**config.mk**
```make
export PLATFORM = sky130hd
export DESIGN_NAME = numeric_literal_recognizer_unit
export DESIGN_NICKNAME = d
export VERILOG_FILES = /design/src/nlr_pkg.sv /design/src/nlr_classify.sv /design/src/nlr_scan_core.sv /design/src/numeric_literal_recognizer_unit.sv
export SDC_FILE = /design/constraint.sdc
export NUM_CORES = 1
export LEC_CHECK = 0
export BUFFER_PORTS_ARGS = -buffer_cell sky130_fd_sc_hd__clkbuf_2
export CAP_MARGIN = 5
export CORE_AREA = 2 2 155 157
export CTS_BUF_LIST = sky130_fd_sc_hd__clkbuf_8 sky130_fd_sc_hd__clkbuf_16
export DETAILED_ROUTE_END_ITERATION = 16
export DIE_AREA = 0 0 157 159
export GPL_ROUTABILITY_DRIVEN = 1
export GPL_TIMING_DRIVEN = 1
export PLACE_DENSITY = 0.79
export SLEW_MARGIN = 5
export SYNTH_ARGS = -nofsm -noshare
export SYNTH_HDL_FRONTEND = slang
export SYNTH_HIERARCHICAL = 1
export SYNTH_SLANG_ARGS = --single-unit
```
**constraint.sdc**
```tcl
create_clock -name clk -period 8.89 [get_ports clk]
set_clock_uncertainty 0.1 [all_clocks]
set_input_delay 0.4445 -clock clk [delete_from_list [all_inputs] [get_ports clk]]
set_output_delay 0.4445 -clock clk [all_outputs]
set_load 0.005 [all_outputs]
```
**src/nlr_pkg.sv**
```systemverilog
// Shared types, codes and transition table of the numeric literal recognizer.
`timescale 1ns / 1ps
`default_nettype none
package nlr_pkg;

	// character classes
	localparam logic [2:0] CLS_OTHER   = 3'd0;
	localparam logic [2:0] CLS_SIGN    = 3'd1;
	localparam logic [2:0] CLS_GROUP   = 3'd2;
	localparam logic [2:0] CLS_DIGIT   = 3'd3;
	localparam logic [2:0] CLS_DECIMAL = 3'd4;
	localparam logic [2:0] CLS_EXP     = 3'd5;

	// scan phases
	localparam logic [3:0] PH_INIT = 4'd0;
	localparam logic [3:0] PH_LAST = 4'd8;
	localparam logic [3:0] PH_DONE = 4'd9;

	// result status codes
	localparam logic [1:0] ST_SCAN   = 2'd0;
	localparam logic [1:0] ST_ACCEPT = 2'd1;
	localparam logic [1:0] ST_REJECT = 2'd2;

	// configuration register indexes
	localparam logic [2:0] REG_PLUS    = 3'd0;
	localparam logic [2:0] REG_MINUS   = 3'd1;
	localparam logic [2:0] REG_ZERO    = 3'd2;
	localparam logic [2:0] REG_DECIMAL = 3'd3;
	localparam logic [2:0] REG_GROUP   = 3'd4;
	localparam logic [2:0] REG_EXP_LO  = 3'd5;
	localparam logic [2:0] REG_EXP_UP  = 3'd6;

	localparam logic [15:0] NOT_A_CHAR = 16'hFFFF;

	// C-locale characters
	localparam logic [6:0] ASC_PLUS  = 7'h2B;
	localparam logic [6:0] ASC_MINUS = 7'h2D;
	localparam logic [6:0] ASC_ZERO  = 7'h30;
	localparam logic [6:0] ASC_DOT   = 7'h2E;
	localparam logic [6:0] ASC_COMMA = 7'h2C;
	localparam logic [6:0] ASC_EXP_L = 7'h65;
	localparam logic [6:0] ASC_EXP_U = 7'h45;

	typedef logic [3:0] phase_t;

	// next phase, indexed by phase and class
	localparam phase_t NEXT_TBL [0:8][0:5] = '{
		'{4'd0, 4'd1, 4'd0, 4'd3, 4'd4, 4'd0},
		'{4'd0, 4'd0, 4'd0, 4'd3, 4'd4, 4'd0},
		'{4'd0, 4'd0, 4'd0, 4'd3, 4'd0, 4'd0},
		'{4'd9, 4'd9, 4'd2, 4'd3, 4'd4, 4'd6},
		'{4'd0, 4'd0, 4'd0, 4'd5, 4'd0, 4'd0},
		'{4'd9, 4'd9, 4'd0, 4'd5, 4'd0, 4'd6},
		'{4'd0, 4'd7, 4'd0, 4'd8, 4'd0, 4'd0},
		'{4'd0, 4'd0, 4'd0, 4'd8, 4'd0, 4'd0},
		'{4'd9, 4'd0, 4'd0, 4'd8, 4'd0, 4'd9}
	};

	typedef struct packed {
		logic [15:0] code_unit;
		logic        end_of_text;
	} in_item_t;

	typedef struct packed {
		logic [1:0] status;
		logic       char_valid;
		logic [6:0] ascii_char;
		logic [7:0] scan_length;
	} out_item_t;

	typedef struct packed {
		logic [15:0] plus_char;
		logic [15:0] minus_char;
		logic [15:0] zero_char;
		logic [15:0] decimal_mark;
		logic [15:0] group_mark;
		logic [15:0] exp_lower_char;
		logic [15:0] exp_upper_char;
	} cfg_t;

	typedef struct packed {
		logic [2:0] cls;
		logic [6:0] ascii;
		logic       space;
		logic       term;
		logic       clash;
	} class_info_t;

endpackage
`default_nettype wire

```
**src/nlr_classify.sv**
```systemverilog
// Character classifier: mark clash check, whitespace detect, class and ASCII form.
`timescale 1ns / 1ps
`default_nettype none
module nlr_classify
	import nlr_pkg::*;
(
	input  wire in_item_t    item,
	input  wire cfg_t        cfg,
	output class_info_t      info
);

	logic [15:0] c;
	logic [15:0] c_off;
	logic [15:0] dec_off;
	logic [15:0] grp_off;
	logic        c_digit;
	logic        dec_digit;
	logic        grp_digit;
	logic        dec_res;
	logic        grp_res;
	logic        term;
	logic [2:0]  cls;
	logic [6:0]  ascii;

	assign c       = item.code_unit;
	assign c_off   = c - cfg.zero_char;
	assign dec_off = cfg.decimal_mark - cfg.zero_char;
	assign grp_off = cfg.group_mark - cfg.zero_char;

	// digits: zero_char .. zero_char + 9
	assign c_digit   = (c >= cfg.zero_char) && (c_off <= 16'd9);
	assign dec_digit = (cfg.decimal_mark >= cfg.zero_char) && (dec_off <= 16'd9);
	assign grp_digit = (cfg.group_mark >= cfg.zero_char) && (grp_off <= 16'd9);

	// separators must not collide with signs, digits or exponent marks
	assign dec_res = (cfg.decimal_mark == cfg.plus_char) ||
		(cfg.decimal_mark == cfg.minus_char) || dec_digit ||
		(cfg.decimal_mark == cfg.exp_lower_char) ||
		(cfg.decimal_mark == cfg.exp_upper_char);
	assign grp_res = (cfg.group_mark == cfg.plus_char) ||
		(cfg.group_mark == cfg.minus_char) || grp_digit ||
		(cfg.group_mark == cfg.exp_lower_char) ||
		(cfg.group_mark == cfg.exp_upper_char);

	assign info.clash = (cfg.decimal_mark == cfg.group_mark) || dec_res || grp_res;
	assign term       = item.end_of_text || (c == NOT_A_CHAR);
	assign info.term  = term;

	// leading whitespace set
	assign info.space = (c == 16'h0020) || ((c >= 16'h0009) && (c <= 16'h000D)) ||
		(c == 16'h0085) || (c == 16'h00A0) || (c == 16'h1680) ||
		((c >= 16'h2000) && (c <= 16'h200A)) ||
		(c == 16'h2028) || (c == 16'h2029) || (c == 16'h202F) ||
		(c == 16'h205F) || (c == 16'h3000);

	// first match wins, terminator is always other
	always_comb begin
		cls   = CLS_OTHER;
		ascii = 7'd0;
		priority if (term) begin
			cls   = CLS_OTHER;
			ascii = 7'd0;
		end else if (c == cfg.plus_char) begin
			cls   = CLS_SIGN;
			ascii = ASC_PLUS;
		end else if (c == cfg.minus_char) begin
			cls   = CLS_SIGN;
			ascii = ASC_MINUS;
		end else if (c_digit) begin
			cls   = CLS_DIGIT;
			ascii = ASC_ZERO + {3'd0, c_off[3:0]};
		end else if (c == cfg.decimal_mark) begin
			cls   = CLS_DECIMAL;
			ascii = ASC_DOT;
		end else if (c == cfg.group_mark) begin
			cls   = CLS_GROUP;
			ascii = ASC_COMMA;
		end else if (c == cfg.exp_lower_char) begin
			cls   = CLS_EXP;
			ascii = ASC_EXP_L;
		end else if (c == cfg.exp_upper_char) begin
			cls   = CLS_EXP;
			ascii = ASC_EXP_U;
		end else begin
			cls   = CLS_OTHER;
			ascii = 7'd0;
		end
	end

	assign info.cls   = cls;
	assign info.ascii = ascii;

endmodule
`default_nettype wire

```
**src/nlr_scan_core.sv**
```systemverilog
// Scan state registers and one table transition per character.
`timescale 1ns / 1ps
`default_nettype none
module nlr_scan_core
	import nlr_pkg::*;
#(
	parameter int MAX_LENGTH = 255
) (
	input  wire              clk,
	input  wire              arst_n,
	input  wire              step,
	input  wire class_info_t info,
	output out_item_t        result
);

	localparam int CNT_W = $clog2(MAX_LENGTH + 1);

	phase_t           phase_q;
	logic             skip_q;
	logic [CNT_W-1:0] count_q;

	phase_t           phase_d;
	logic             skip_d;
	logic [CNT_W-1:0] count_d;
	phase_t           cur_phase;
	phase_t           nxt;
	logic [CNT_W+7:0] count_ext;

	// out-of-range phase restarts from the initial phase
	assign cur_phase = (phase_q > PH_LAST) ? PH_INIT : phase_q;
	assign nxt       = NEXT_TBL[cur_phase][info.cls];
	assign count_ext = {8'd0, count_q};

	always_comb begin
		phase_d = phase_q;
		skip_d  = skip_q;
		count_d = count_q;
		result  = '0;
		priority if (info.clash) begin
			result.status = ST_REJECT;
			phase_d = PH_INIT;
			skip_d  = 1'b1;
			count_d = '0;
		end else if (skip_q && !info.term && info.space) begin
			// drop leading whitespace, state holds
			result.status = ST_SCAN;
		end else if (nxt == PH_DONE) begin
			result.status      = ST_ACCEPT;
			result.scan_length = count_ext[7:0];
			phase_d = PH_INIT;
			skip_d  = 1'b1;
			count_d = '0;
		end else if ((nxt == PH_INIT) || (count_q >= CNT_W'(MAX_LENGTH))) begin
			result.status = ST_REJECT;
			phase_d = PH_INIT;
			skip_d  = 1'b1;
			count_d = '0;
		end else begin
			result.status     = ST_SCAN;
			result.char_valid = 1'b1;
			result.ascii_char = info.ascii;
			phase_d = nxt;
			skip_d  = 1'b0;
			count_d = count_q + 1'b1;
		end
	end

	// advance state on each processed character
	always_ff @(posedge clk or negedge arst_n) begin
		if (!arst_n) begin
			phase_q <= PH_INIT;
			skip_q  <= 1'b1;
			count_q <= '0;
		end else if (step) begin
			phase_q <= phase_d;
			skip_q  <= skip_d;
			count_q <= count_d;
		end
	end

endmodule
`default_nettype wire

```
**src/numeric_literal_recognizer_unit.sv**
```systemverilog
// Top level: configuration registers, input register, scan core and result register.
// A result passes the input register and then the result register before it is valid.
// Throughput: one character per cycle while out_ready holds, set by the single table step per character.
// The input register refills in the cycle the result register is taken.
// Reset (arst_n low, asynchronous) empties both registers, rearms the scan and
// loads the default marks + - 0 . , e E.
`timescale 1ns / 1ps
`default_nettype none
module numeric_literal_recognizer_unit
	import nlr_pkg::*;
#(
	parameter int MAX_LENGTH = 255
) (
	input  wire            clk,
	input  wire            arst_n,
	input  wire            in_valid,
	output logic           in_ready,
	input  wire in_item_t  in_data,
	output logic           out_valid,
	input  wire            out_ready,
	output out_item_t      out_data,
	input  wire            cfg_we,
	input  wire [2:0]      cfg_index,
	input  wire [15:0]     cfg_wdata
);

	cfg_t        cfg_q;
	logic        valid_s1;
	in_item_t    item_s1;
	logic        valid_s2;
	out_item_t   result_s2;
	logic        advance;
	class_info_t info;
	out_item_t   result;

	// configuration writes, indexes past the list are ignored
	always_ff @(posedge clk or negedge arst_n) begin
		if (!arst_n) begin
			cfg_q.plus_char      <= 16'd43;
			cfg_q.minus_char     <= 16'd45;
			cfg_q.zero_char      <= 16'd48;
			cfg_q.decimal_mark   <= 16'd46;
			cfg_q.group_mark     <= 16'd44;
			cfg_q.exp_lower_char <= 16'd101;
			cfg_q.exp_upper_char <= 16'd69;
		end else if (cfg_we) begin
			unique case (cfg_index)
				REG_PLUS:    cfg_q.plus_char      <= cfg_wdata;
				REG_MINUS:   cfg_q.minus_char     <= cfg_wdata;
				REG_ZERO:    cfg_q.zero_char      <= cfg_wdata;
				REG_DECIMAL: cfg_q.decimal_mark   <= cfg_wdata;
				REG_GROUP:   cfg_q.group_mark     <= cfg_wdata;
				REG_EXP_LO:  cfg_q.exp_lower_char <= cfg_wdata;
				REG_EXP_UP:  cfg_q.exp_upper_char <= cfg_wdata;
				default: ;
			endcase
		end
	end

	// process the held character when the result register has room
	assign advance  = valid_s1 && (!valid_s2 || out_ready);
	assign in_ready = !valid_s1 || advance;

	// input register
	always_ff @(posedge clk or negedge arst_n) begin
		if (!arst_n) begin
			valid_s1 <= 1'b0;
		end else if (in_ready) begin
			valid_s1 <= in_valid;
		end
	end

	always_ff @(posedge clk) begin
		if (in_ready && in_valid) begin
			item_s1 <= in_data;
		end
	end

	nlr_classify u_classify (
		.item (item_s1),
		.cfg  (cfg_q),
		.info (info)
	);

	nlr_scan_core #(
		.MAX_LENGTH (MAX_LENGTH)
	) u_core (
		.clk    (clk),
		.arst_n (arst_n),
		.step   (advance),
		.info   (info),
		.result (result)
	);

	// result register, holds until the transfer
	always_ff @(posedge clk or negedge arst_n) begin
		if (!arst_n) begin
			valid_s2 <= 1'b0;
		end else if (!valid_s2 || out_ready) begin
			valid_s2 <= valid_s1;
		end
	end

	always_ff @(posedge clk) begin
		if (advance) begin
			result_s2 <= result;
		end
	end

	assign out_valid = valid_s2;
	assign out_data  = result_s2;

endmodule
`default_nettype wire

```
==> summary.md, run 1 <==
The tools report the initial antenna violation count as 2. The largest net degree at the start of global routing came out at 70. The run gives 3.389 mW as the overall power after layout. Of the post-synthesis cell area, the dominant cell type holds 20.26%. Synthesis instantiated 92 different standard cells from the library.

The tools report the number of vias in the routed layout as 10.32k. When the netlist entered floorplanning its net count stood at 1,364. The tools report the start point of the critical path as item_s1[1]. The fill cell instance count of the final layout was 1,972. From left edge to right edge, the die measures 157 µm. The number of nets in the final layout is 1,367, and the power per cell area is 248.8 nW/µm². The slowest stage of the critical path belongs to the cell sky130_fd_sc_hd__a211oi_1. The die is 159 µm tall. For the pin with the worst max-slew slack, the measured transition is 1.203 ns. The run gives 17 as the total CTS buffers.

The worst supply voltage drop on vdd was 0.0001447 V. The post-CTS setup buffer count was 0; the share of the clock period used by the worst path was 63.01%. Based on the critical path, the design can be clocked at up to 0.1785 GHz. TritonCTS built the clock tree. The footprint of the multi-input gates came out at 7789 µm². The cell area after synthesis was 12,600 µm². Among the stages of the critical path, the cell type that occurs most often is sky130_fd_sc_hd__inv_1. The commonest cells after synthesis are sky130_fd_sc_hd__xor2_1, sky130_fd_sc_hd__mux2_2, sky130_fd_sc_hd__dfrtp_1, sky130_fd_sc_hd__nor4_1, sky130_fd_sc_hd__nand2_1.

In the routed layout, each cell is associated on average with a via count of 6.444. The worst setup path is of the reg -> reg kind. The run gives 6 as the warning count from the yosys run.

The final reports fail on negative hold slack. The tools report the depth of the CTS H-tree as 4. The logs give -0.005811 ns for the final-layout worst hold slack and 12,980 µm² for the post-place instance area.

Setup violations remaining at the end of the flow were counted as 0. The element type at the critical path end is a flip-flop. The run gives 54.32% as the initial standard-cell utilization of the core.

The run finished, with violations left. For the number of buffers added to fix hold violations after cts, the log shows 0. The tools report the number of hold-slack violations in the final timing report as 4.

The HPWL after detailed placement is 29.52 mm. Dividing the synthesized area by the synthesized cell count gives 9.942 µm². The first-pass GRT wire length came out at 60.91 mm. The run gives 3.289 ns as the post-layout worst setup margin. By area the synthesized netlist is led by sky130_fd_sc_hd__dfrtp_1, sky130_fd_sc_hd__xor2_1, sky130_fd_sc_hd__mux2_2. The clock transition at the registers of the reported paths was 0.07 ns; the number of top-level design ports was 61.

Root buffer selected by CTS: sky130_fd_sc_hd__clkbuf_16. The clock net in this run drives a total of 162 sinks. Final weighted congestion in routability-driven placement: 1.057. Prior to clock tree synthesis, the placed netlist has a worst setup slack of 3.406 ns. The most used flip-flop cell after synthesis is sky130_fd_sc_hd__dfrtp_1.

The first TritonRoute pass finished after 6 iterations. The share of post-route cells with drive strength above 1 is 21.36%, and the clock latency reported for the late side of the worst-skew pair is 0.44 ns. The leakage dissipation is 5.756 nW. The routed length per placed instance was 25.28 µm.

The number of gates resized after cts was 0. The global route total overflow is 0, and the total non-filler cell area in the finished layout is 13,620 µm². The maximum count of clock buffers along a single path came out at 2. After floorplanning, the core was sized to cover 23,190 µm².

After detailed routing, the total wire length is 40.50 mm. STA puts the critical path data required time at 8.96 ns. The tools report the worst relative slew slack as 18.95%. Of all nets on the critical path, the largest fanout is 12. The number of cells on the worst reg-to-reg path came out at 18.

Traced cell by cell, the critical path runs through inv_1, ha_1, inv_1, fa_1, a21o_1, a221o_2, a311oi_1, nor3_1, nor4b_2, nand4b_1, nor2_4, a211oi_1, inv_1, nor3_1, nand3_1, o2111ai_1, or3_1, nor2_1. For this run, the slowest stage of the critical path takes 0.65 ns. The diode insertion count for antenna repair came out at 0. In this run the remaining antenna-violating nets after routing total 0. sky130_fd_sc_hd__xor2_1 is the most common cell in the netlist. The combined global-route utilization of all metal layers was 32.60%.

Number of max-slew violations in the final report: 0. The tool flagged a number of max-cap violations equal to 0. The logs give 1,192 for the number of violations reported at the end of detailed-routing iteration 0 and 33.82% for the sequential-to-total area share from yosys stat. The run gives 10.11k as the number of global-route vias before repair. The startpoint identified for the worst register-to-register timing path is item_s1[1]. The tightest min-delay check is of the in -> async type. In the routed design, unresolved DRC markers number 0. Data on the critical path arrives at its endpoint at 5.67 ns. The number of synthesized flops with an enable pin was 35; the synthesis-to-layout area growth was 8.135%. The setup TNS after final layout came out at 0 ns. The overall die area was 24,960 µm². Subtracting the final worst setup slack from the clock period gives 5.601 ns.

The tools report the number of instances in the synthesized netlist as 1,267. The number of input and output port buffers inserted came out at 60. The tools report the internal reg-to-reg setup slack as 3.29 ns. The run gives 4260 µm² as the area of all sequential standard cells. End point of the critical path: out_data[16]. The capture instance of the worst register-to-register path is out_data[16].

Setup repair after global routing left no endpoint under its margin. The cell accounting for the most synthesized area is sky130_fd_sc_hd__dfrtp_1. STA classifies the critical path startpoint as a flip-flop. The fraction of registers with async set/reset was 78.40%; the count of state elements after synthesis was 162.

Row generation in the floorplan step produced 56 rows.
## worst min path at each step
| stage | slack, ns | endpoint |
|---|---|---|
| floorplan | 0.05 | cfg_q[100] |
| global placement | 0.37 | out_valid |
| detailed placement | 0.39 | out_valid |
| CTS | 0.05 | valid_s1 |
| global route | 0.05 | u_core/phase_q[0] |
| finish | -0.006 | valid_s1 |
## cells in the final DEF (no fill, tap or decap), types with 18 or more instances in the layout
cell | Yosys | routed
sky130_fd_sc_hd__clkbuf_16 | 0 | 18
sky130_fd_sc_hd__mux2_2 | 103 | 103
sky130_fd_sc_hd__nand4_1 | 35 | 35
sky130_fd_sc_hd__a21oi_1 | 44 | 44
sky130_fd_sc_hd__nand2b_1 | 19 | 19
sky130_fd_sc_hd__edfxtp_1 | 35 | 35
sky130_fd_sc_hd__nor3_1 | 26 | 26
sky130_fd_sc_hd__xor2_1 | 212 | 212
sky130_fd_sc_hd__dfrtp_1 | 102 | 102
sky130_fd_sc_hd__ha_1 | 53 | 53
sky130_fd_sc_hd__dfstp_2 | 25 | 25
sky130_fd_sc_hd__nand2_1 | 57 | 57
sky130_fd_sc_hd__inv_1 | 53 | 53
sky130_fd_sc_hd__xnor2_1 | 39 | 39
sky130_fd_sc_hd__nor2_1 | 37 | 37
sky130_fd_sc_hd__o21ai_0 | 41 | 41
sky130_fd_sc_hd__nor4_1 | 66 | 66
sky130_fd_sc_hd__clkbuf_2 | 1 | 59
## routing by layer
layer	part of all wire, %	up-vias	global-route usage [%]	routed length (µm)
met3	8.9	134	6.913	3596
met4	4.8	4	14.47	1954
met1	41	4983	43.99	16780
met2	45	601	50.42	18150
li1	-	4601	-	-
met5	0.054	-	0	22
## cells by family (layout without fill, tap and decap cells)
group,count (synthesis),after routing,share of synthesized area [%]
XOR/XNOR,251,251,17.45
adder cells (fa/ha/maj),56,56,5.741
flip-flops,162,162,33.82
AND/OR/NAND/NOR,328,328,15.41
AO/OA/AOI/OAI,211,211,11.56
buffers and inverters,133,149,4.589
multiplexers,126,126,11.43
## cell type report
type	count	share of cell area (%)
multi-input combinational	972	57.18
sequential	162	31.28
clock buffer	19	3.408
tap	319	2.930
timing repair buffer	64	2.443
inverter	53	1.460
clock inverter	13	1.304
## state kept, by name (all words and copies together) (netlist names)
register and flops:
out_data 18, out_valid 1, u_core/count_q 8, u_core/phase_q 4
cfg_q 112, item_s1 17, valid_s1 1, u_core/skip_q 1
## report_power, final
group	switching, mW	leakage, nW	internal (mW)
registers	0.362	1.85	0.902
logic	0.722	3.60	0.603
clock network	0.347	0.312	0.454
## worst max-delay path, delay by kind of cell (launching register included)
kind | cells | cell delay [ns]
AOI/OAI and AO/OA | 5 | 1.86
adders and majority gates | 2 | 0.63
buffers and inverters | 3 | 0.40
DFF | 1 | 0.61
and+or+nand+nor | 8 | 1.74
## metrics by stage
step                util (%)  hold slack, ns  std cells
floorplan                  -         0.04891       1267
global placement       55.97          0.3652       1570
detailed placement     55.97          0.3865       1570
CTS                    58.73         0.05412       1602
global route           58.73         0.05406       1602
finish                 58.73       -0.005811       1602
No activity file was read; power rests on OpenSTA's default activity.
==> run 2, diff against run 1 <==
--- a/config.mk
+++ b/config.mk
@@ -13,7 +13,7 @@
 export DIE_AREA = 0 0 157 159
 export GPL_ROUTABILITY_DRIVEN = 1
 export GPL_TIMING_DRIVEN = 1
-export PLACE_DENSITY = 0.79
+export PLACE_DENSITY = 0.82
 export SLEW_MARGIN = 5
 export SYNTH_ARGS = -nofsm -noshare
 export SYNTH_HDL_FRONTEND = slang
==> constraint.sdc (replaced) <==
create_clock -name clk -period 4.5 [get_ports clk]
set_clock_uncertainty 0.1 [all_clocks]
set_input_delay 0.225 -clock clk [delete_from_list [all_inputs] [get_ports clk]]
set_output_delay 0.225 -clock clk [all_outputs]
set_load 0.005 [all_outputs]
==> run 2 against run 1 <==
The run now ends clean. Worst setup slack got worse by 3.3 ns. Sequential power rose by 77%. Clock-buffer cell count did not move. Routed wire length rose by 1.2%. Sequential cell count did not move. Sequential share of layout area fell by 1.8 points. Fmax rose by 25%. Core utilization rose by 3.7 points. Total power rose by 96%. Global-route usage fell by 0.43 points. Cell count rose by 5.5%. First-iteration DRC count rose by 4.8%. Critical endpoint is now out_data[0].
==> summary.md, run 2 (same netlist as run 1, synthesis figures left out) <==
The tools report the worst endpoint data arrival time as 4.67 ns. TritonCTS built the clock tree. For the sink count of the clock tree, the log shows 162. The top cell types in the final layout, fill and taps aside, are sky130_fd_sc_hd__xor2_1, sky130_fd_sc_hd__mux2_2, sky130_fd_sc_hd__dfrtp_1.

The floorplan step set the die width to 157 µm. The floorplan has 56 rows. Summing all multi-input logic gate instances after layout gives 7996 µm².

TritonCTS created 17 clock buffers. The root buffer selected by CTS is sky130_fd_sc_hd__clkbuf_16. The layout has 1,841 filler cells. STA classifies the critical path endpoint as a flip-flop. The maximum fanout count along the critical path came out at 5. Counting along the longest clock path gives a buffer depth of 2. For this block, the initial DRC count from the detailed router was 1,249. The first TritonRoute pass finished after 7 iterations. In the global route stage, overall resource usage came out at 32.18%. Once the floorplan was initialized, standard cells occupied 54.32% of the core. In the global route stage, met3 resource usage came out at 6.859%. At the worst endpoint, the required time is 4.69 ns.

After legalization and detailed placement, the total HPWL measured 28.71 mm. The routed design has 40.97 mm of wire. The setup path with the least slack is of type reg -> reg.

After detailed routing, the number of vias per cell comes to 6.437. The count of nets left with antenna violations once routing finished came out at 0. The worst register-to-register path has a depth of 16. The number of top-level design ports came out at 61. Floorplan core area: 23,190 µm². The run finished with clean final reports. For the area of all sequential standard cells, the log shows 4260 µm².

Based on the critical path, the design can be clocked at up to 0.2231 GHz. The met2 usage came out at 49.80%. The clock reaches the later pin of the worst-skew pair after 0.43 ns. For the number of vias in the routed layout, the log shows 10.88k. The number of hold-slack violations in the final timing report was 0. The tools report the global route total overflow as 0. Before CTS, the worst setup slack after placement is -0.03579 ns. The number of input and output port buffers inserted is 60. The first global-routing pass estimated 60.74 mm of wire. The met1 routing resource usage after global routing is 42.63%, and the transition time at the pin with the least slew margin is 1.225 ns. Setup repair after global routing could not meet its margin everywhere. The share of the clock period used by the worst path was 99.60%. The logs give 4 for the depth of the CTS H-tree and 0.0002597 V for the worst supply voltage drop on vdd. Summed over all cells, the static leakage comes to 6.168 nW. Entering global routing, the biggest net connects 51 pins. The synthesis-to-layout area growth is 14.92%. The die covers 24,960 µm². The clock transition at the registers of the reported paths was 0.07 ns; the post-place instance area was 13,420 µm².

For the initial antenna violation count, the log shows 1. The worst setup path is launched from a flip-flop. The number of max-slew violations in the final report was 0; the y dimension of the die was 159 µm.

The tightest min-delay check is of the in -> reg type. Power spread over the standard cell area amounts to 459.7 nW/µm². The tool flagged a number of max-cap violations equal to 0. After routing the design area is 14,480 µm². Hold path depth: 2.

For this run, design rule violations remaining after detail routing come to 0. At the end of routability-driven placement, the weighted congestion stood at 1.068. For the final routed database, the setup TNS stands at 0 ns. The most crowded layer after global routing was met2. After detailed routing, the average wire length per cell comes to 24.24 µm. The number of antenna diodes in the final layout is 0. The library cell used most frequently in the layout, excluding fill and tap cells, is sky130_fd_sc_hd__xor2_1. Cells with a size suffix above 1 make up 27.21% of the layout. For this run, the post-layout net count is 1,455. The setup-violating endpoint count in the final report came out at 0. Setup slack closes at 0.01795 ns.

For the worst relative slew slack, the log shows 18.20%. For the number of global-route vias before repair, the log shows 10.42k. The register with the most flip-flops in the layout has 112 of them. The smallest clock period supported by the final layout is computed as 4.482 ns. Register name with the most flops: cfg_q.
-- run 2: changes by cell type in the layout (fill, tap and decap cells not counted), moves of 4 or more --
cell,delta
sky130_fd_sc_hd__inv_1,-4
sky130_fd_sc_hd__inv_2,+4
sky130_fd_sc_hd__ha_1,-4
sky130_fd_sc_hd__dlygate4sd3_1,+20
sky130_fd_sc_hd__buf_4,+64
-- run 2: final timing paths --
| check | start | to | slack (ns) |
|---|---|---|---|
| worst min register to register | cfg_q[75] | cfg_q[75] | 0.41 |
| worst max register to register | item_s1[2] | out_data[0] | 0.02 |
| worst min-delay path | cfg_wdata[3] | cfg_q[3] | 0.07 |
| max in group asynchronous | arst_n | cfg_q[28] | 2.92 |
| min in group asynchronous | arst_n | cfg_q[74] | 0.26 |
| worst max-delay path | item_s1[2] | out_data[0] | 0.02 |
-- run 2: metal layers --
metal,up-vias,wire length (µm)
met5,-,0
met4,0,2388
met3,158,4008
met2,660,18350
met1,5289,16220
li1,4772,-
-- run 2: layout make-up --
type,instances,share of cell area [%]
multi-input combinational,973,55.24
sequential,162,29.43
timing repair buffer,151,7.234
clock buffer,19,3.129
tap,319,2.757
inverter,53,1.374
clock inverter,13,0.8384
-- run 2: what timing repair did --
action                                  4_1_cts  5_1_grt
endpoints found under the hold margin        53        0
pin swaps                                     2       16
resized for setup                             5       41
hold buffers                                 20        0
setup buffers                                 0       12
endpoints found under the setup margin       18       29
gates cloned                                  0        2
-- run 2: critical path, stage by stage, from the launching register on --
cell and delay, ns:
sky130_fd_sc_hd__edfxtp_1 0.47, sky130_fd_sc_hd__ha_4 0.25, sky130_fd_sc_hd__nor2b_4 0.12, sky130_fd_sc_hd__o311a_1 0.30, sky130_fd_sc_hd__o41a_1 0.46, sky130_fd_sc_hd__a21boi_2 0.19, sky130_fd_sc_hd__mux2_4 0.35, sky130_fd_sc_hd__nor4_2 0.27
sky130_fd_sc_hd__nand4_1 0.20, sky130_fd_sc_hd__a21oi_2 0.25, sky130_fd_sc_hd__buf_6 0.15, sky130_fd_sc_hd__inv_2 0.05, sky130_fd_sc_hd__a211oi_2 0.19, sky130_fd_sc_hd__o21a_1 0.22, sky130_fd_sc_hd__o2111ai_4 0.14, sky130_fd_sc_hd__or3_4 0.42
sky130_fd_sc_hd__nor3_4 0.19
-- run 2: per-stage QoR --
step | utilization (%) | hold WS (ns) | cells | power (mW)
2_1_floorplan | - | -0.1706 | 1267 | 4.197
3_3_place_gp | 57.86 | 0.1620 | 1626 | 4.975
3_5_place_dp | 57.86 | 0.1756 | 1626 | 5.035
4_1_cts | 61.29 | 0.05358 | 1678 | 6.512
5_1_grt | 62.42 | 0.08001 | 1690 | 6.975
6_report | 62.42 | 0.07139 | 1690 | 6.654
-- run 2: where the power goes --
group          internal [mW]  switching [mW]
Clock                  0.802           0.655
Combinational           1.31            1.65
Sequential              1.78           0.451
